[src/sv/sha_pkg.sv]
// Shared types, constants and round functions for the SHA-256 byte hasher.
// No dependencies; every other file imports this package.
package sha_pkg;

  localparam int unsigned QueueDepth = 2;

  typedef struct packed {
    logic [7:0] msg_byte;
    logic       byte_valid;
    logic       last_byte;
  } sha_in_t;

  typedef struct packed {
    logic [31:0] digest_word;
    logic [2:0]  word_index;
    logic        last_word;
  } sha_out_t;

  // One 512-bit block request for the compression core; words[0] is the first word.
  typedef struct packed {
    logic [15:0][31:0] words;
    logic              fin;
  } sha_blk_t;

  function automatic logic [31:0] iv_word(input logic [2:0] i);
    logic [31:0] r;
    case (i)
      3'd0:    r = 32'h6a09e667;
      3'd1:    r = 32'hbb67ae85;
      3'd2:    r = 32'h3c6ef372;
      3'd3:    r = 32'ha54ff53a;
      3'd4:    r = 32'h510e527f;
      3'd5:    r = 32'h9b05688c;
      3'd6:    r = 32'h1f83d9ab;
      default: r = 32'h5be0cd19;
    endcase
    return r;
  endfunction

  function automatic logic [31:0] round_k(input logic [5:0] t);
    logic [31:0] r;
    case (t)
      6'd0:  r = 32'h428a2f98; 6'd1:  r = 32'h71374491; 6'd2:  r = 32'hb5c0fbcf;
      6'd3:  r = 32'he9b5dba5; 6'd4:  r = 32'h3956c25b; 6'd5:  r = 32'h59f111f1;
      6'd6:  r = 32'h923f82a4; 6'd7:  r = 32'hab1c5ed5; 6'd8:  r = 32'hd807aa98;
      6'd9:  r = 32'h12835b01; 6'd10: r = 32'h243185be; 6'd11: r = 32'h550c7dc3;
      6'd12: r = 32'h72be5d74; 6'd13: r = 32'h80deb1fe; 6'd14: r = 32'h9bdc06a7;
      6'd15: r = 32'hc19bf174; 6'd16: r = 32'he49b69c1; 6'd17: r = 32'hefbe4786;
      6'd18: r = 32'h0fc19dc6; 6'd19: r = 32'h240ca1cc; 6'd20: r = 32'h2de92c6f;
      6'd21: r = 32'h4a7484aa; 6'd22: r = 32'h5cb0a9dc; 6'd23: r = 32'h76f988da;
      6'd24: r = 32'h983e5152; 6'd25: r = 32'ha831c66d; 6'd26: r = 32'hb00327c8;
      6'd27: r = 32'hbf597fc7; 6'd28: r = 32'hc6e00bf3; 6'd29: r = 32'hd5a79147;
      6'd30: r = 32'h06ca6351; 6'd31: r = 32'h14292967; 6'd32: r = 32'h27b70a85;
      6'd33: r = 32'h2e1b2138; 6'd34: r = 32'h4d2c6dfc; 6'd35: r = 32'h53380d13;
      6'd36: r = 32'h650a7354; 6'd37: r = 32'h766a0abb; 6'd38: r = 32'h81c2c92e;
      6'd39: r = 32'h92722c85; 6'd40: r = 32'ha2bfe8a1; 6'd41: r = 32'ha81a664b;
      6'd42: r = 32'hc24b8b70; 6'd43: r = 32'hc76c51a3; 6'd44: r = 32'hd192e819;
      6'd45: r = 32'hd6990624; 6'd46: r = 32'hf40e3585; 6'd47: r = 32'h106aa070;
      6'd48: r = 32'h19a4c116; 6'd49: r = 32'h1e376c08; 6'd50: r = 32'h2748774c;
      6'd51: r = 32'h34b0bcb5; 6'd52: r = 32'h391c0cb3; 6'd53: r = 32'h4ed8aa4a;
      6'd54: r = 32'h5b9cca4f; 6'd55: r = 32'h682e6ff3; 6'd56: r = 32'h748f82ee;
      6'd57: r = 32'h78a5636f; 6'd58: r = 32'h84c87814; 6'd59: r = 32'h8cc70208;
      6'd60: r = 32'h90befffa; 6'd61: r = 32'ha4506ceb; 6'd62: r = 32'hbef9a3f7;
      default: r = 32'hc67178f2;
    endcase
    return r;
  endfunction

  function automatic logic [31:0] rotr(input logic [31:0] x, input int unsigned n);
    return (x >> n) | (x << (32 - n));
  endfunction

  function automatic logic [31:0] bsig0(input logic [31:0] x);
    return rotr(x, 2) ^ rotr(x, 13) ^ rotr(x, 22);
  endfunction

  function automatic logic [31:0] bsig1(input logic [31:0] x);
    return rotr(x, 6) ^ rotr(x, 11) ^ rotr(x, 25);
  endfunction

  function automatic logic [31:0] ssig0(input logic [31:0] x);
    return rotr(x, 7) ^ rotr(x, 18) ^ (x >> 3);
  endfunction

  function automatic logic [31:0] ssig1(input logic [31:0] x);
    return rotr(x, 17) ^ rotr(x, 19) ^ (x >> 10);
  endfunction

endpackage

[src/sv/sha_core.sv]
// Back end: 64-round compression, one round per cycle, and digest output.
// Depends on sha_pkg.
module sha_core (
  input  logic              clk,
  input  logic              rst,
  output logic              pop,
  input  sha_pkg::sha_blk_t pop_data,
  input  logic              empty,
  output logic              out_valid,
  input  logic              out_stall,
  output sha_pkg::sha_out_t out_data
);
  import sha_pkg::*;

  localparam logic [1:0] ST_IDLE = 2'd0;
  localparam logic [1:0] ST_RUN  = 2'd1;
  localparam logic [1:0] ST_ADD  = 2'd2;
  localparam logic [1:0] ST_OUT  = 2'd3;

  logic [1:0]        state;
  logic [15:0][31:0] win;
  logic [7:0][31:0]  v;
  logic [7:0][31:0]  cv;
  logic [5:0]        t;
  logic [2:0]        oidx;
  logic              fin;
  logic [31:0]       w_new;
  logic [31:0]       t1;
  logic [31:0]       t2;

  assign pop = (state == ST_IDLE) && !empty;

  // Window holds W[t..t+15], win[0] is the current word.
  assign w_new = ssig1(win[14]) + win[9] + ssig0(win[1]) + win[0];
  assign t1 = v[7] + bsig1(v[4]) + ((v[4] & v[5]) ^ (~v[4] & v[6])) + round_k(t) + win[0];
  assign t2 = bsig0(v[0]) + ((v[0] & v[1]) ^ (v[0] & v[2]) ^ (v[1] & v[2]));

  assign out_valid            = (state == ST_OUT);
  assign out_data.digest_word = cv[oidx];
  assign out_data.word_index  = oidx;
  assign out_data.last_word   = (oidx == 3'd7);

  always_ff @(posedge clk) begin
    if (rst) begin
      state <= ST_IDLE;
      t     <= '0;
      oidx  <= '0;
      for (int i = 0; i < 8; i++) begin
        cv[i] <= iv_word(3'(i));
      end
    end else begin
      case (state)
        ST_IDLE: begin
          if (!empty) begin
            win   <= pop_data.words;
            fin   <= pop_data.fin;
            v     <= cv;
            t     <= '0;
            state <= ST_RUN;
          end
        end
        ST_RUN: begin
          win  <= {w_new, win[15:1]};
          v    <= {v[6:4], v[3] + t1, v[2:0], t1 + t2};
          t    <= t + 6'd1;
          if (t == 6'd63) begin
            state <= ST_ADD;
          end
        end
        ST_ADD: begin
          for (int i = 0; i < 8; i++) begin
            cv[i] <= cv[i] + v[i];
          end
          state <= fin ? ST_OUT : ST_IDLE;
        end
        ST_OUT: begin
          if (!out_stall) begin
            if (oidx == 3'd7) begin
              oidx  <= '0;
              state <= ST_IDLE;
              for (int i = 0; i < 8; i++) begin
                cv[i] <= iv_word(3'(i));
              end
            end else begin
              oidx <= oidx + 3'd1;
            end
          end
        end
        default: begin
          state <= ST_IDLE;
        end
      endcase
    end
  end

endmodule

[config.mk]
export PLATFORM = sky130hd
export DESIGN_NAME = sha_core
export DESIGN_NICKNAME = d
export VERILOG_FILES = /design/src/sv/sha_pkg.sv /design/src/sv/sha_core.sv
export SDC_FILE = /design/constraint.sdc
export NUM_CORES = 2
export LEC_CHECK = 0
export ABC_AREA = 1
export BUFFER_PORTS_ARGS = -buffer_cell sky130_fd_sc_hd__buf_2
export CORE_MARGIN = 2
export CORE_UTILIZATION = 30
export DETAILED_ROUTE_END_ITERATION = 10
export GPL_TIMING_DRIVEN = 0
export PLACE_DENSITY_LB_ADDON = 0.15
export SLEW_MARGIN = 30
export SYNTH_ARGS = -nofsm -noshare
export SYNTH_HDL_FRONTEND = slang
export SYNTH_SLANG_ARGS = --single-unit
export TNS_END_PERCENT = 20
[constraint.sdc]
create_clock -name clk -period 54.7 [get_ports clk]
set_input_delay 5.47 -clock clk [delete_from_list [all_inputs] [get_ports clk]]
set_output_delay 5.47 -clock clk [all_outputs]
set_load 0.02 [all_outputs]
==> Yosys cells after proc, flatten, opt, wreduce, memory -nomap -nowiden <==
Memory sizes are Yosys's and may differ from the RTL's. A register that Yosys moved wholly into a read port is not among the register bits.
Index checks and enable logic that the tools add are counted.
{ "word_totals": {"register_bits": 1036, "rom_bits": 2048, "inputBits": 517, "output_inout_bits": 38, "wordCells": 128, "memories": 1} }
{ "op_classes": {"addsub": 20, "magnitude_cmp": 1, "eq_ne": 9, "mux": 20, "bitwise_logic": 30, "reduce_logical": 11} }
{ "mem_list": {"columns": ["name", "depth", "width", "rd", "rd_clocked_by_memory_dff", "wr", "line_no", "text"], "rows": [
  ["(name not given)", 64, 32, 1, 1, 0, "sha_pkg.sv:42", "case (t)"]
]} }
{ "op_table": {"columns": ["operator", "count"], "rows": [
  ["256-bit one-hot mux with 2 select lines", 2],
  ["512-bit one-hot mux with 2 select lines", 1],
  ["256-bit two-way mux", 3],
  ["32-bit adder", 18],
  ["512-bit two-way mux", 1],
  ["32-bit bitwise XOR", 9],
  ["32-bit bitwise AND", 5],
  ["32-bit binary-select mux with 3-bit select", 1],
  ["32-bit two-way mux", 1],
  ["32-bit inverter", 1],
  ["10-bit by 32-bit OR with 32-bit output", 1],
  ["13-bit by 32-bit OR with 32-bit output", 1],
  ["14-bit by 32-bit OR with 32-bit output", 1],
  ["15-bit by 32-bit OR with 32-bit output", 1],
  ["19-bit by 32-bit OR with 32-bit output", 1],
  ["21-bit by 32-bit OR with 32-bit output", 1],
  ["25-bit by 32-bit OR with 32-bit output", 1],
  ["26-bit by 32-bit OR with 32-bit output", 1],
  ["30-bit by 32-bit OR with 32-bit output", 1],
  ["7-bit by 32-bit OR with 32-bit output", 1],
  ["32-bit by 22-bit bitwise XOR with 32-bit output", 1],
  ["32-bit by 29-bit bitwise XOR with 32-bit output", 1],
  ["6-bit two-way mux", 3],
  ["6-bit one-hot mux with 2 select lines", 1],
  ["20 further kinds", 33]
]} }

==> Depth between registers and ports, before layout <==
{ "depth": {"ltp_word": 9, "mapped_depth": 36, "depth_no_buf": 35} }

==> Worst setup path before layout <==
No wires, ideal clock.
{ "synth_timing": {"path_kind": "input port to flip-flop", "from": "in rst", "to": "reg v[0] (netlist bit), enable pin", "t_arrival_ps": 20683, "required_time_ps": 53588, "setup_slack_ps": 32905, "path_stages": 4, "n_path_buf": 1, "cell_sequence": "buf_2 inv_2 nand2_1 inv_1"} }
{ "synth_via": {"elab_chain_cells": 2} }
{ "synth_rtl": {"columns": ["item", "line_no", "text"], "rows": [
  ["from (decl)", "sha_core.sv:5", "input logic rst,"],
  ["1-bit inverter (no source line)", null, null],
  ["3-bit AND reduction (no source line)", null, null],
  ["to (signal assigned)", "sha_core.sv:57", "v <= cv;"],
  ["to (signal assigned)", "sha_core.sv:64", "v <= {v[6:4], v[3] + t1, v[2:0], t1 + t2};"],
  ["to (decl)", "sha_core.sv:22", "logic [7:0][31:0] v;"]
]} }
Every way passes these cells.
A chain may end at the register's enable or synchronous reset.

==> Final worst setup path <==
{ "layout_timing": {"from": "in empty", "to": "out pop"} }
{ "layout_via": {"elab_chain_cells": 2} }
{ "layout_rtl": {"columns": ["item", "line_no", "text"], "rows": [
  ["from (decl)", "sha_core.sv:8", "input logic empty,"],
  ["1-bit logical NOT", null, null],
  ["1-bit logical AND", "sha_core.sv:31", "assign pop = (state == ST_IDLE) && !empty;"],
  ["to (decl)", "sha_core.sv:6", "output logic pop,"]
]} }
Every way passes these cells.

==> results.md <==
* RSZ-0062 raised after global routing: no
* Largest net degree at the start of global routing at 88
* Slew @ Worst Pin at 1090 ps
* Worst Hold Endpoint: win[470]
* DP Area at 85100 um2
* Post-CTS Hold Fix Bufs at 0
* Number of synthesized flops with an enable pin at 769
* Final setup vio count at 0
* Synth warn at 0
* Worst-skew pair later-pin latency at 850 ps
* Sequential Area at 29100 um2
* DRC Markers at 0
* R2R Path Start: v[152]
* Crit path required time at 49230 ps
* Min-delay src: win[502]
* Dpl hpwl at 368000 um
* GRT Resource Usage Total at 0.327
* Cts bufs inserted at 140
* CP Capture Type: primary output
* TritonCTS Sinks at between 1000 and 1500
* Root Buffer: clkbuf_16
* Fillers at 27900
* Critical path class: primary input to primary output
* Number of DRC markers in iteration 0 at 10100
* Synthesized cell area at 77500 um2
* Crit start category: primary input
* Design area at approximately 90000 um2
* First-pass GRT wire length at 601000 um
* Core area at 257000 um2
* Fin crit share at 0.227
* Worst hold path type: flip-flop to flip-flop
* Vias per cell at 5.43
* Seq/Total Area, Yosys at 0.375
* Setup fix buffers added after clock tree synthesis at 0
* CTS tree: done
* Syn_area_per_cell at 7.38 um2
* Vias in the first global route at 76200
* H-tree levels at 4
* Vias at 80000
* TNS Setup at 0 ps
* Worst R2R Path Depth at 31
* Status: finished clean
* Router iterations before antenna repair at 7
* Fraction of registers with async set/reset at 0
* Initial antenna violation count at ~90
* Die Wd at ~500 um
* Synth top area cells: edfxtp_1 30%, nand2_1 17%, dfxtp_1 7.7%
* Synth cell types at 52
* Pins Over Slew Limit at 0
* Multi-input logic area at 42700 um2
* Clock Skew at 43.9 ps
* Worst path cell trace: buf_2, inv_1, nand2_1, inv_1, buf_2
* Crit path time final at between 10000 and 15000 ps
* Crit path max fanout at 4
* Largest area contributor in the netlist: edfxtp_1
* Final setup margin at 42300 ps
* FP Rows at 186
* Post-synth top area share at 0.298
* Top FF cell, synth: edfxtp_1
* Layout cells sized above 1 at 0.0813
* Synth-to-layout area growth at 16.1%
* Die height at 512 um
* Routability cong. at 1.02
* #FFs+latches synth at 1068
* Final Hold Viols at 0
* Final Non-Filler Cells at 14700
* Fmax at 0.0807 GHz
* Longest Clk Path Bufs at 3
* WL/cell at 30.0 um
* Worst rel slew slack at 0.275
* Final WL at 443000 um
* # IOs at 555
* Initial Util at 0.302
* Critical Path Slowest Stage Cell: inv_1
* Die footprint at ~260000 um2
* CP arrival at 6930 ps
* # resized after CTS at 0
* Count leader, synth: nand2_1
* Detail Route Antenna Nets at 0
* Syn Nets at roughly 12000
* Crit-path max cell delay at 560 ps
* Placed Instances at 14400
* R2r endpoint: v[31]
* Max-Cap Viols at 0
* Reg-to-reg setup timing slack at about 46000 ps
* Worst Hold Depth at 2
* Place WS at roughly 42000 ps
* Post-Syn Instances at 10500
* CTS clock-pin slew for the worst setup and hold paths at 60 ps
* Port Buffers at between 500 and 600
* Fin nets at between 10000 and 15000
* GR Overflow Total at 0
* Top cells by count, synth: 3524 x nand2_1, 1083 x inv_1, 851 x o21ai_0, 850 x a21oi_1, 769 x edfxtp_1
layout make-up:
cell class | count | area share
plain buffers | 412 | 0.0187
clock inverters | 81 | 0.0109
repair buffers | 573 | 0.0367
flip-flops and latches | 1068 | 0.323
diodes | 32 | 0.000890
clock buffers | 176 | 0.0422
multi-input cells | 7915 | 0.474
inverters | 1097 | 0.0459
well taps | 3384 | 0.0471
cells by family (layout without fill, tap and decap cells):
group           count (synthesis)  after routing  share of synthesized area
xor+xnor                      327            327                     0.0370
simple gates                 4881           4881                      0.252
other cells                     0             32                          0
fa+ha+maj                     587            587                      0.114
buf+inv                      1509           2339                     0.0742
compound gates               2120           2120                      0.148
flops                        1068           1068                      0.375
registers in the layout, indices dropped and copies added (netlist names), named ones only:
name	flops
oidx	3
v	256
win	512
state	2
fin	1
t	6
cv	256
cell usage in the layout (no fill, tap or decap), types with 324 or more instances in the layout:
cell,count
a21oi_1,850
buf_2,590
clkbuf_1,324
edfxtp_1,769
ha_1,391
inv_1,1082
nand2_1,3524
nand3_1,457
nor2_1,644
o21ai_0,822
worst max path at each step:
stage	end	from	slack, ps	depth (start not counted)
final	pop	empty	42300	5
after global placement	win[441]	rst	24250	4
after detailed placement	pop	empty	42340	5
after floorplan	v[0]	rst	32910	4
after global routing	pop	empty	42310	5
after CTS	pop	empty	42340	5
per-layer routing:
metal  vias to the layer above  global-route usage  wire (um)
li1                      36200                   -          -
met2                      4068               0.508     194000
met1                     38900               0.433     185000
met4                        36               0.168      26200
met5                         -                   0        226
met3                       837              0.0597      37400
worst max-delay path: cells and delay by family:
| kind | cells | cell delay [ps] |
|---|---|---|
| and+or+nand+nor | 1 | 340 |
| buffers and inverters | 4 | 1090 |
stage by stage:
stage	hold WS, ps	util
6_report	488	0.350
5_1_grt	494	0.350
4_1_cts	478	0.350
3_5_place_dp	484	0.331
3_3_place_gp	477	0.329
2_1_floorplan	461	-
Power is left out: the tool's default activity adds up to more than one toggle a clock period on the data nets, which glitch-free logic cannot reach.
