==> src/sv/sha_pkg.sv <==
// Shared types, constants and round functions for the SHA-256 byte hasher.
// No dependencies; every other file imports this package.
package sha_pkg;

  localparam int unsigned QueueDepth = 2;

  typedef struct packed {
    logic [7:0] msg_byte;
    logic       byte_valid;
    logic       last_byte;
  } sha_in_t;

  typedef struct packed {
    logic [31:0] digest_word;
    logic [2:0]  word_index;
    logic        last_word;
  } sha_out_t;

  // One 512-bit block request for the compression core; words[0] is the first word.
  typedef struct packed {
    logic [15:0][31:0] words;
    logic              fin;
  } sha_blk_t;

  function automatic logic [31:0] iv_word(input logic [2:0] i);
    logic [31:0] r;
    case (i)
      3'd0:    r = 32'h6a09e667;
      3'd1:    r = 32'hbb67ae85;
      3'd2:    r = 32'h3c6ef372;
      3'd3:    r = 32'ha54ff53a;
      3'd4:    r = 32'h510e527f;
      3'd5:    r = 32'h9b05688c;
      3'd6:    r = 32'h1f83d9ab;
      default: r = 32'h5be0cd19;
    endcase
    return r;
  endfunction

  function automatic logic [31:0] round_k(input logic [5:0] t);
    logic [31:0] r;
    case (t)
      6'd0:  r = 32'h428a2f98; 6'd1:  r = 32'h71374491; 6'd2:  r = 32'hb5c0fbcf;
      6'd3:  r = 32'he9b5dba5; 6'd4:  r = 32'h3956c25b; 6'd5:  r = 32'h59f111f1;
      6'd6:  r = 32'h923f82a4; 6'd7:  r = 32'hab1c5ed5; 6'd8:  r = 32'hd807aa98;
      6'd9:  r = 32'h12835b01; 6'd10: r = 32'h243185be; 6'd11: r = 32'h550c7dc3;
      6'd12: r = 32'h72be5d74; 6'd13: r = 32'h80deb1fe; 6'd14: r = 32'h9bdc06a7;
      6'd15: r = 32'hc19bf174; 6'd16: r = 32'he49b69c1; 6'd17: r = 32'hefbe4786;
      6'd18: r = 32'h0fc19dc6; 6'd19: r = 32'h240ca1cc; 6'd20: r = 32'h2de92c6f;
      6'd21: r = 32'h4a7484aa; 6'd22: r = 32'h5cb0a9dc; 6'd23: r = 32'h76f988da;
      6'd24: r = 32'h983e5152; 6'd25: r = 32'ha831c66d; 6'd26: r = 32'hb00327c8;
      6'd27: r = 32'hbf597fc7; 6'd28: r = 32'hc6e00bf3; 6'd29: r = 32'hd5a79147;
      6'd30: r = 32'h06ca6351; 6'd31: r = 32'h14292967; 6'd32: r = 32'h27b70a85;
      6'd33: r = 32'h2e1b2138; 6'd34: r = 32'h4d2c6dfc; 6'd35: r = 32'h53380d13;
      6'd36: r = 32'h650a7354; 6'd37: r = 32'h766a0abb; 6'd38: r = 32'h81c2c92e;
      6'd39: r = 32'h92722c85; 6'd40: r = 32'ha2bfe8a1; 6'd41: r = 32'ha81a664b;
      6'd42: r = 32'hc24b8b70; 6'd43: r = 32'hc76c51a3; 6'd44: r = 32'hd192e819;
      6'd45: r = 32'hd6990624; 6'd46: r = 32'hf40e3585; 6'd47: r = 32'h106aa070;
      6'd48: r = 32'h19a4c116; 6'd49: r = 32'h1e376c08; 6'd50: r = 32'h2748774c;
      6'd51: r = 32'h34b0bcb5; 6'd52: r = 32'h391c0cb3; 6'd53: r = 32'h4ed8aa4a;
      6'd54: r = 32'h5b9cca4f; 6'd55: r = 32'h682e6ff3; 6'd56: r = 32'h748f82ee;
      6'd57: r = 32'h78a5636f; 6'd58: r = 32'h84c87814; 6'd59: r = 32'h8cc70208;
      6'd60: r = 32'h90befffa; 6'd61: r = 32'ha4506ceb; 6'd62: r = 32'hbef9a3f7;
      default: r = 32'hc67178f2;
    endcase
    return r;
  endfunction

  function automatic logic [31:0] rotr(input logic [31:0] x, input int unsigned n);
    return (x >> n) | (x << (32 - n));
  endfunction

  function automatic logic [31:0] bsig0(input logic [31:0] x);
    return rotr(x, 2) ^ rotr(x, 13) ^ rotr(x, 22);
  endfunction

  function automatic logic [31:0] bsig1(input logic [31:0] x);
    return rotr(x, 6) ^ rotr(x, 11) ^ rotr(x, 25);
  endfunction

  function automatic logic [31:0] ssig0(input logic [31:0] x);
    return rotr(x, 7) ^ rotr(x, 18) ^ (x >> 3);
  endfunction

  function automatic logic [31:0] ssig1(input logic [31:0] x);
    return rotr(x, 17) ^ rotr(x, 19) ^ (x >> 10);
  endfunction

endpackage

==> src/sv/sha_fifo.sv <==
// Small register queue of block requests between front end and core.
// Depends on sha_pkg.
module sha_fifo #(
  parameter int unsigned DEPTH = sha_pkg::QueueDepth
) (
  input  logic              clk,
  input  logic              rst,
  input  logic              push,
  input  sha_pkg::sha_blk_t push_data,
  output logic              full,
  input  logic              pop,
  output sha_pkg::sha_blk_t pop_data,
  output logic              empty
);
  import sha_pkg::*;

  localparam int unsigned AW = $clog2(DEPTH);
  localparam int unsigned CW = $clog2(DEPTH + 1);

  sha_blk_t        q [DEPTH];
  logic [AW-1:0]   wp;
  logic [AW-1:0]   rp;
  logic [CW-1:0]   cnt;
  logic            do_push;
  logic            do_pop;

  assign full     = (cnt == CW'(DEPTH));
  assign empty    = (cnt == '0);
  assign pop_data = q[rp];
  assign do_push  = push && !full;
  assign do_pop   = pop && !empty;

  always_ff @(posedge clk) begin
    if (do_push) begin
      q[wp] <= push_data;
    end
  end

  always_ff @(posedge clk) begin
    if (rst) begin
      wp  <= '0;
      rp  <= '0;
      cnt <= '0;
    end else begin
      if (do_push) begin
        wp <= (wp == AW'(DEPTH - 1)) ? '0 : wp + AW'(1);
      end
      if (do_pop) begin
        rp <= (rp == AW'(DEPTH - 1)) ? '0 : rp + AW'(1);
      end
      if (do_push && !do_pop) begin
        cnt <= cnt + CW'(1);
      end else if (do_pop && !do_push) begin
        cnt <= cnt - CW'(1);
      end
    end
  end

endmodule

==> config.mk <==
export PLATFORM = sky130hd
export DESIGN_NAME = sha_fifo
export DESIGN_NICKNAME = d
export VERILOG_FILES = /design/src/sv/sha_pkg.sv /design/src/sv/sha_fifo.sv
export SDC_FILE = /design/constraint.sdc
export NUM_CORES = 1
export LEC_CHECK = 0
export ABC_AREA = 1
export CAP_MARGIN = 20
export CORE_AREA = 2 2 397 399
export CTS_BUF_LIST = sky130_fd_sc_hd__clkbuf_8
export DETAILED_ROUTE_END_ITERATION = 7
export DIE_AREA = 0 0 399 401
export DONT_BUFFER_PORTS = 1
export GPL_TIMING_DRIVEN = 0
export SLEW_MARGIN = 25
export SYNTH_ARGS = -nofsm -noshare
export SYNTH_HDL_FRONTEND = slang
export SYNTH_SLANG_ARGS = --single-unit
==> constraint.sdc <==
create_clock -name clk -period 29.2 [get_ports clk]
set_input_delay 4.38 -clock clk [delete_from_list [all_inputs] [get_ports clk]]
set_output_delay 4.38 -clock clk [all_outputs]
set_load 0.05 [all_outputs]
Word-level counts from Yosys, hierarchy flattened:

Memories as Yosys holds them, arrays and structs flattened. A register that Yosys moved wholly into a read port is not among the register bits.
Index checks and enable logic that the tools add are counted.

* eq/ne operators: 1
* multiplexer cells: 8
* $add $sub $neg: 4
* reductions and logical operators: 10

Operators with widths (number)
* $mux 1: 6
* $logic_and 1x1->1: 4
* $logic_not 1->1: 4
* $mux 2: 2
* $add 1x1->1 const B: 2
* $add 2x1->2 const B: 1
* $eq 2x2->1 const B: 1
* $logic_not 2->1: 1
* $reduce_bool 2->1: 1
* $sub 2x1->2 const B: 1

* bits in writable memories: 1026
* logic and storage cells: 27
* memories: 1
* bits in registers: 4
* output and inout bits: 515
* input bits: 517

Memory list
* q: depth 2, bits a word 513, read ports 1, clocked after memory_dff 1, write ports 1, line sha_fifo.sv:20 `sha_blk_t q [DEPTH];`

Depth between registers and ports, before layout:

Gate-level depths: netlist of run 1.

* depth after elaboration: 7
* mapped depth: 10
* mapped depth without buffers: 10

Least setup slack after synthesis of run 1:

OpenSTA, ideal clock, no wires.

* path type: input port to flip-flop
* start point: input push
* end point: memory q[0][0] (netlist bit) (enable)
* library setup time: 1.404 ns
* required time: 27.796 ns
* stages on the path: 2
* data arrival time: 25.747 ns
* slack: 2.049 ns
* path buffers: 0
* cell sequence: o21ai_0 nor2_1

* cells in the longest elaborated chain, start to end: 3

RTL lines
* from (decl): line sha_fifo.sv:8 `input logic push,`
* $logic_and 1x1->1: line sha_fifo.sv:30 `assign do_push = push && !full;`
* $mux 1: line sha_fifo.sv:34 `if (do_push) begin`
* $mux 1 (not written as such): line sha_fifo.sv:35 `q[wp] <= push_data;`
* to (decl): line sha_fifo.sv:20

No other way between the ends.

Worst setup path in the final report of run 1:

* start point: input push
* end point: memory q[1][407] (netlist bit) (enable)

The elaborated chain is that of the path after synthesis.

==> impl_metrics.ini, run 1 <==
[pwr]
cellLeakagePower_nw = 14.2
swShare_pct = 39.0
cellPowerDensity_nw_per_um2 = 102
seqPwrFrac_pct = 41.9
clockPowerShare_pct = 24.9
p_switching_w = 0.00177
combPwrFrac_pct = 33.1
p_int_w = 0.00277
vdd_drop_max_v = 0.0000580

[sta]
slew_headroom_pct = 29.4
post-route-min-period_ns = 6.95
fin_crit_sh_pct = 23.8
fin_worst_skew_ns = 0.0322
fmax_mhz = 144
hold_viol = 0
finalSetupTns_ns = 0
final-max-slew-violation-count = 0
rsz0062_at_grt = false
tightest_slew_ns = 1.06
setup_violations = 0

[setup_path]
required_ns = 29.72
start_kind = primary input
crit_arrival_ns = 7.46
end_kind = flip-flop
critPathKind = in2reg
crit_fanout = 22

[logic_synthesis]
syn_area_um2 = 37400
syn_avg_cell_area_um2 = 22.9
synth-edff-count = 1026
synth_top_area_share_pct = 82.3
yosys-top-cells-area = edfxtp_1, mux2_2, buf_6
ys_top_cells_by_count = edfxtp_1, mux2_2, buf_6
ys_warn_count = 0
yosys_most_used_dff = edfxtp_1
synthCells = 1633
synth_cell_type_count = 14
syn-num-nets = 2151
async_flop_share_pct = 0
yosys_register_bits = 1031
post-synth-top-count-cell = edfxtp_1
synth.yosys.seq_area_share_pct = 82.5
synth_top_cell_by_area = edfxtp_1

[clocking]
cts_buffers = 168
clockBufferDepth = 3
clock-root-buffer = clkbuf_8
h-tree-depth = 4
holdBufCountCts = 0
cts.clk_slew.worst_paths_ns = 0.06
post_cts_buffers = 0
cts_sinks = 1031
cts_tree = built
clock_latency_ns = 0.82
cts_resized = 0

[final_layout]
areaGrowthSynthToFinish_pct = 18.6
instances_no_fill = 4050
fillers = 15300
nNetsFinal = 2376
drive_gt1_share_pct = 41.6
seq_area_um2 = 30900
multiInputGateArea_um2 = 5900
final_util_pct = 28.5

[drt]
via_count = 16500
first_iter_violations = 1022
ant_nets = 0
drc = 0
wire_per_inst_um = 25.8
postRouteWirelength_mm = 104
avgViaCountPerCell = 4.08
drt_first_pass_iters = 5

[global_routing]
grtUsageTotal_pct = 12.5
antenna_found_initial = 21
gr-total-overflow = 0
grt_pass1_vias = 17100
grt_max_degree = 26
grt_first_pass_wirelength_mm = 138

[floorplan]
core_area_um2 = 156000
row_count = 145
top_level_ports = 1032
die_w_um = 399
die-area_um2 = 160000
die_h_um = 401
start_util_pct = 24.1

[placed_design]
place_inst = 3746
io_buffers = 0
dpl.hpwl_mm = 80.6
globalplace.congestion = 0.859

[flow_run]
maxCapViolations = 0

[hold_path]
hp-class = reg2reg

[status]
status = complete, no violations
power by group through the flow:
stage          combinational (W)  clock, W  sequential [W]
2_1_floorplan            0.00118         0         0.00213
3_3_place_gp             0.00144         0         0.00227
3_5_place_dp             0.00153         0         0.00194
4_1_cts                  0.00153   0.00117         0.00191
5_1_grt                  0.00155   0.00123         0.00192
6_report                 0.00151   0.00113         0.00191
stage by stage:
stage | instance area (µm²) | power [W] | setup WS [ns] | hold slack (ns)
2_1_floorplan | 37400 | 0.00332 | 2.05 | 0.476
3_3_place_gp | 40000 | 0.00371 | -11.54 | 0.518
3_5_place_dp | 41400 | 0.00346 | 21.37 | 0.538
4_1_cts | 44400 | 0.00461 | 22.04 | 0.546
5_1_grt | 44400 | 0.00470 | 22.06 | 0.578
6_report | 44400 | 0.00454 | 22.25 | 0.545
registers in the layout, indices dropped and copies added, names as in the netlist, named ones only:
signal / cells
q: 1026
rp: 1
cnt: 2
wp: 1
critical path, cell delays in order:
cell,delay (ns)
o21ai_0,0.27
nor2_4,0.62
buf_12,0.27
buf_16,0.17
buf_12,0.19
buf_16,0.19
buf_16,0.17
buf_16,0.18
buf_16,0.19
buf_16,0.18
buf_12,0.20
buf_16,0.19
buf_16,0.16
cell families (layout without fill, tap and decap cells):
family | Yosys count | count (layout) | share of synthesized area (%)
buffers and inverters | 66 | 420 | 1.74
adders and majority gates | 1 | 1 | 0.0334
and+or+nand+nor | 16 | 16 | 0.177
muxes | 513 | 513 | 15.4
AOI/OAI and AO/OA | 6 | 6 | 0.0802
other | 0 | 5 | 0
DFF | 1031 | 1031 | 82.5
per-layer routing:
metal	part of all wire, %	vias up	wire (µm)	GRT usage [%]
met5	0.026	-	27	0
met4	2.1	4	2170	3.92
met2	52	819	54500	22.2
met3	12	136	12100	6.36
met1	34	8512	35700	12.5
li1	-	7033	-	-
final cells by class:
type / count / area share (%)
flip-flops and latches: 1031 / 69.6
multi-input cells: 536 / 13.3
well taps: 2058 / 5.80
clock buffers: 170 / 5.27
repair buffers: 55 / 3.04
clock inverters: 129 / 1.55
plain buffers: 57 / 1.39
inverters: 9 / 0.0760
diodes: 5 / 0.0282
worst paths after layout:
path | slack (ns) | cells past startpoint | endpoint | startpoint
worst max-delay path | 22.25 | 13 | q[1][407]$_DFFE_PP_ | push
worst min-delay path | 0.54 | 2 | wp$_SDFFE_PP0P_ | wp$_SDFFE_PP0P_
worst max register to register | 25.35 | 13 | q[1][407]$_DFFE_PP_ | cnt[0]$_SDFFE_PP0P_
worst min register to register | 0.54 | 2 | wp$_SDFFE_PP0P_ | wp$_SDFFE_PP0P_
placed cells by master, fill, tap and decap left out:
master      count
a21oi_1         1
and2_1          1
buf_12         22
buf_16         33
buf_2           4
buf_6          53
bufinv_16       2
clkbuf_8      170
clkinv_1       50
clkinv_2        8
clkinv_8        3
clkinvlp_4     10
dfxtp_1         5
diode_2         5
edfxtp_1     1026
ha_1            1
inv_1          59
inv_12          4
inv_8           2
mux2_2        513
nand2_1         4
nand3_1         1
nand4_1         1
nor2_1          7
nor2_4          2
o21ai_0         5
Power figures use the tool's default switching activity.
==> run 2: changes to the inputs <==
Settings changed: ABC_AREA 1 to 0, CORE_AREA 2 2 397 399 to 2 2 405 407, DIE_AREA 0 0 399 401 to 0 0 407 409.
Clock period 29.2 ns to 6.28 ns, I/O delays scaled along.
==> run 2 against run 1 <==
Effect of this change: sequential cell count did not move; critical path depth fell by 2; clock skew rose by 0.015 ns; clock power rose to 4.9 times the previous value; synthesized area rose by 4.8%; sequential share of layout area fell by 6.0 points; cell count rose by 8.9%; routed wire length rose by 3.3%; combinational power rose to 5.8 times the previous value; via count rose by 7.2%; sequential power rose to 4.6 times the previous value; critical endpoint is now q[0][144]$_DFFE_PP_.
==> impl_metrics.ini, run 2 <==
[status]
status = complete, no violations

[floorplan]
die_w_um = 407
die-area_um2 = 166000
row_count = 148
die_h_um = 409
core_area_um2 = 162000
start_util_pct = 24.2
top_level_ports = 1032

[sta]
fin_hold_ws_ns = 0.135
tightest_slew_ns = 1.03
slew_headroom_pct = 31.0
fin_crit_sh_pct = 58.1
fin_worst_skew_ns = 0.0471
rsz0062_at_grt = false
hold_viol = 0
final-max-slew-violation-count = 0
post-route-min-period_ns = 3.65
setup_violations = 0
finalSetupTns_ns = 0
fmax_mhz = 274

[setup_path]
end_kind = flip-flop
critical_path.top_delay_family = buffers and inverters
max_stage_delay_ns = 0.45
crit_arrival_ns = 4.22
critPathKind = reg2reg
required_ns = 6.85
crit_fanout = 36
cpMostUsedCell = buf_12
path_cells = nor2b_4, or3_4, clkinvlp_4, buf_16, buf_12, buf_12, buf_12, buf_12, buf_12, buf_12, buf_12
slowest_stage = dfxtp_1
start_kind = flip-flop
crit_buf_inv = 9

[logic_synthesis]
synth-edff-count = 1026
synth-compound-area-share_pct = 0.0637
synth_mux_area_share_pct = 19.2
post-synth-top-count-cell = edfxtp_1
syn_avg_cell_area_um2 = 24.2
ys_warn_count = 0
synth_top_cell_by_area = edfxtp_1
yosys-top-cells-area = edfxtp_1, mux2_4, mux2_2
synth_fa_ha_area_share_pct = 0.0319
yosys_register_bits = 1031
synthXorXnorAreaFrac_pct = 0.0669
synth_cell_type_count = 16
yosys.area_share.simple_pct = 0.112
synthCells = 1621
syn-num-nets = 2139
yosys_most_used_dff = edfxtp_1
async_flop_share_pct = 0
synth_top_area_share_pct = 78.5
ys_top_cells_by_count = edfxtp_1, mux2_4, mux2_2
synth.yosys.seq_area_share_pct = 78.7
syn_area_um2 = 39300
synth_top_family_by_area = multiplexers

[pwr]
vdd_drop_max_v = 0.000286
cellLeakagePower_nw = 16.8
total_power_w = 0.0232
cellPowerDensity_nw_per_um2 = 477

[flow_run]
maxCapViolations = 0

[drt]
via_count = 17700
wire_per_inst_um = 24.5
first_iter_violations = 1440
ant_nets = 0
drc = 0
drt_first_pass_iters = 5
postRouteWirelength_mm = 108
avgViaCountPerCell = 4.01

[global_routing]
grt_pass1_vias = 18900
grt_first_pass_wirelength_mm = 145
antenna_found_initial = 22
gr-total-overflow = 0
grtUsageTotal_pct = 12.4
grt_max_degree = 54

[placed_design]
globalplace.congestion = 0.849
io_buffers = 0
dpl.hpwl_mm = 81.0
place_inst = 3825

[final_layout]
regMostFlops = q
largest_reg_flops = 1026
instances_no_fill = 4409
areaGrowthSynthToFinish_pct = 23.9
final_util_pct = 30.0
top_regs = q: 1026 flops, cnt: 2 flops
layout_common_cells = edfxtp_1, mux2_4, dlygate4sd3_1
final_common_cell = edfxtp_1
nNetsFinal = 2612
drive_gt1_share_pct = 37.1

[clocking]
cts_buffers = 169
cts_tree = built
cts_resized = 0
cts_sinks = 1031
h-tree-depth = 4
clockBufferDepth = 3
clock_latency_ns = 0.90
clock-root-buffer = clkbuf_8
cts.clk_slew.worst_paths_ns = 0.06

[hold_path]
hp-class = in2reg
[run 2: changes by cell type after synthesis, sizes merged]
cell   delta
a21oi     +1
nand3     -1
o21ai     -2
nand2     -4
inv       -7
or3       +2
nor2b     +1
xor2      +3
nor2      -4
nand4     -1
[run 2: final timing paths]
path	from	to	slack, ns	cells past startpoint
worst max-delay path	cnt[0]$_SDFFE_PP0P_	q[0][144]$_DFFE_PP_	2.63	11
worst min register to register	rp$_SDFFE_PP0P_	rp$_SDFFE_PP0P_	0.51	2
worst min-delay path	push_data[250]	q[0][250]$_DFFE_PP_	0.14	0
worst max register to register	cnt[0]$_SDFFE_PP0P_	q[0][144]$_DFFE_PP_	2.63	11
[run 2: timing repair]
action / 4_1_cts / 5_1_grt
endpoints found under the hold margin: 514 / 0
buffers inserted: 0 / 0
hold buffers: 273 / 0
[run 2: metal layers]
layer / vias to the layer above / GRT usage (%) / share of wire (%)
met5: - / 0 / 0
met4: 0 / 4.78 / 2.7
met3: 171 / 7.14 / 13
met2: 961 / 20.8 / 50
met1: 9084 / 12.7 / 34
li1: 7480 / - / -
[run 2: report_power, final]
group | internal (W) | leakage (nW) | switching, W
registers | 0.00864 | 9.62 | 0.000220
clock network | 0.00287 | 1.76 | 0.00269
logic | 0.00247 | 5.37 | 0.00631
[run 2: final cells by class]
| cell class | count | area (µm²) |
|---|---|---|
| Tap cell | 2175 | 2720 |
| Inverter | 2 | 23.8 |
| Multi-Input combinational cell | 531 | 7660 |
| Clock inverter | 121 | 826 |
| Clock buffer | 170 | 2340 |
| Sequential cell | 1031 | 30900 |
| Antenna cell | 20 | 50.0 |
| Timing Repair Buffer | 302 | 3400 |
| Fill cell | 15500 | 113000 |
| Buffer | 57 | 696 |
[run 2: cells by family after synthesis]
| group | after synthesis |
|---|---|
| AO/OA/AOI/OAI | 5 |
| XOR/XNOR | 3 |
| adder cells (fa/ha/maj) | 1 |
| buffers and inverters | 59 |
| flip-flops | 1031 |
| multiplexers | 513 |
| AND/OR/NAND/NOR | 9 |
[run 2: metrics by stage]
stage                     setup slack [ns]  instance area [µm²]
after floorplan                      -2.92                39300
after global placement               -6.62                42000
after detailed placement              2.28                42700
after CTS                             2.56                48600
after global routing                  2.44                48600
final                                 2.63                48600
==> run 3: changes to the inputs <==
Settings changed: ABC_AREA 0 to 1, CORE_AREA 2 2 405 407 to 2 2 396 398, DIE_AREA 0 0 407 409 to 0 0 398 400.
Clock period 6.28 ns to 3.25 ns, I/O delays scaled along.
==> run 3 against run 2 <==
Effect of this change: combinational power up 63%; clock-buffer cell count rose by 3; cell area up 2.6%; sequential cell count stayed put; sequential share of layout area fell by 1.6 points; register-to-register slack worse by 2.1 ns; setup slack worse by 2.4 ns; clock skew hardly changed; critical endpoint is now pop_data[458]; largest cell class unchanged.
==> impl_metrics.ini, run 3 (synthesized netlist as in run 1, its figures left out) <==
[pwr]
seqPwrFrac_pct = 40.4
swShare_pct = 38.8
vdd_drop_max_v = 0.000671
cellLeakagePower_nw = 16.6
combPwrFrac_pct = 33.7
p_int_w = 0.0260
cellPowerDensity_nw_per_um2 = 850
p_switching_w = 0.0164
clockPowerShare_pct = 25.9

[final_layout]
layout_common_cells = edfxtp_1, dlygate4sd3_1, mux2_2
instances_no_fill = 4575
top_regs = q: 1026 flops, cnt: 2 flops
final_area_um2 = 49900
largest_reg_flops = 1026
final_common_cell = edfxtp_1
drive_gt1_share_pct = 33.6
nNetsFinal = 2896
areaGrowthSynthToFinish_pct = 33.3
regMostFlops = q

[global_routing]
grt_pass1_vias = 19300
grtUsageTotal_pct = 12.9
grt_first_pass_wirelength_mm = 144
antenna_found_initial = 25
grt_max_degree = 26
gr-total-overflow = 0

[placed_design]
io_buffers = 0
globalplace.congestion = 0.850
dpl.hpwl_mm = 82.2
dpl_cell_area_um2 = 41400
place_ws_ns = 0.571
place_inst = 3746

[drt]
postRouteWirelength_mm = 109
first_iter_violations = 1130
wire_per_inst_um = 23.9
drt_first_pass_iters = 4
drc = 0
ant_nets = 0
avgViaCountPerCell = 4.10
via_count = 18800

[sta]
setup_violations = 0
fmax_mhz = 333
final-max-slew-violation-count = 0
hold_viol = 0
fin_crit_sh_pct = 92.3
finalWorstSetupSlack_ns = 0.250
tightest_slew_ns = 0.998
post-route-min-period_ns = 3.00
fin_worst_skew_ns = 0.0467
fin_hold_ws_ns = 0.252
slew_headroom_pct = 33.2
rsz0062_at_grt = false
finalSetupTns_ns = 0

[floorplan]
start_util_pct = 24.1
core_area_um2 = 155000
die_w_um = 398
row_count = 145
die_h_um = 400
die-area_um2 = 159000
top_level_ports = 1032

[clocking]
cts.clk_slew.worst_paths_ns = 0.06
post_cts_buffers = 0
cts_sinks = 1031
h-tree-depth = 4
clock-root-buffer = clkbuf_8
clockBufferDepth = 3
cts_tree = built
clock_latency_ns = 0.89
cts_buffers = 170

[setup_path]
crit_fanout = 10
start_kind = flip-flop
end_kind = output port
crit_arrival_ns = 2.51
critPathKind = reg2out
required_ns = 2.76

[hold_path]
hp-class = in2reg

[status]
status = complete, no violations

[flow_run]
maxCapViolations = 0
run 3: changes by cell type in the layout (fill, tap and decap cells not counted), moves of 7 or more:
cell           previous run  this run
dlygate4sd3_1           273       518
diode_2                  20         8
buf_8                    21         3
buf_16                   11        36
buf_6                    32        52
mux2_2                   43       511
inv_1                    43        71
clkinv_2                 21        14
mux2_4                  470         2
run 3: critical path, stage by stage (launching register included):
cell and delay (ns):
dfxtp_1 0.32, buf_6 0.22, buf_6 0.26, buf_6 0.24, mux2_2 0.53
run 3: layout make-up:
type / count / area (µm²)
flip-flops and latches: 1031 / 30900
repair buffers: 573 / 6550
fillers: 14800 / 105000
clock buffers: 173 / 2380
diodes: 8 / 20.0
plain buffers: 57 / 623
multi-input cells: 536 / 5920
clock inverters: 130 / 903
well taps: 2058 / 2570
inverters: 9 / 33.8
run 3: through the flow:
stage | util, % | total power [W]
after floorplan | - | 0.0285
after global placement | 25.8 | 0.0291
after detailed placement | 26.7 | 0.0312
after CTS | 32.2 | 0.0430
after global routing | 32.2 | 0.0439
final | 32.2 | 0.0424
run 3: repair_timing:
item                                    CTS  global route
hold buffers                            518             0
endpoints found under the hold margin  1050             0
setup endpoints to repair                13             0
resized for setup                         4             0
run 3: final timing paths:
check                            from                   to  slack (ns)  depth (start not counted)
hold / removal         push_data[161]  q[0][161]$_DFFE_PP_        0.25                          1
setup / recovery            flip-flop        pop_data[458]        0.25                          4
hold reg to reg       wp$_SDFFE_PP0P_      wp$_SDFFE_PP0P_        0.54                          2
setup reg to reg  cnt[0]$_SDFFE_PP0P_  q[1][259]$_DFFE_PP_        0.57                          9
run 3: power by group through the flow:
stage | Clock (W) | Sequential [W] | Combinational, W
after floorplan | 0 | 0.0179 | 0.0106
after global placement | 0 | 0.0176 | 0.0115
after detailed placement | 0 | 0.0174 | 0.0138
after CTS | 0.0113 | 0.0171 | 0.0145
after global routing | 0.0119 | 0.0173 | 0.0148
final | 0.0110 | 0.0171 | 0.0143
run 3: per-layer routing:
layer	wire, µm	GRT usage, %	vias to the layer above	share of wire [%]
li1	-	-	8088	-
met1	39000	13.6	9544	36
met2	55800	22.5	921	51
met3	11500	6.16	211	11
met4	3000	4.38	6	2.7
met5	38	0	-	0.035
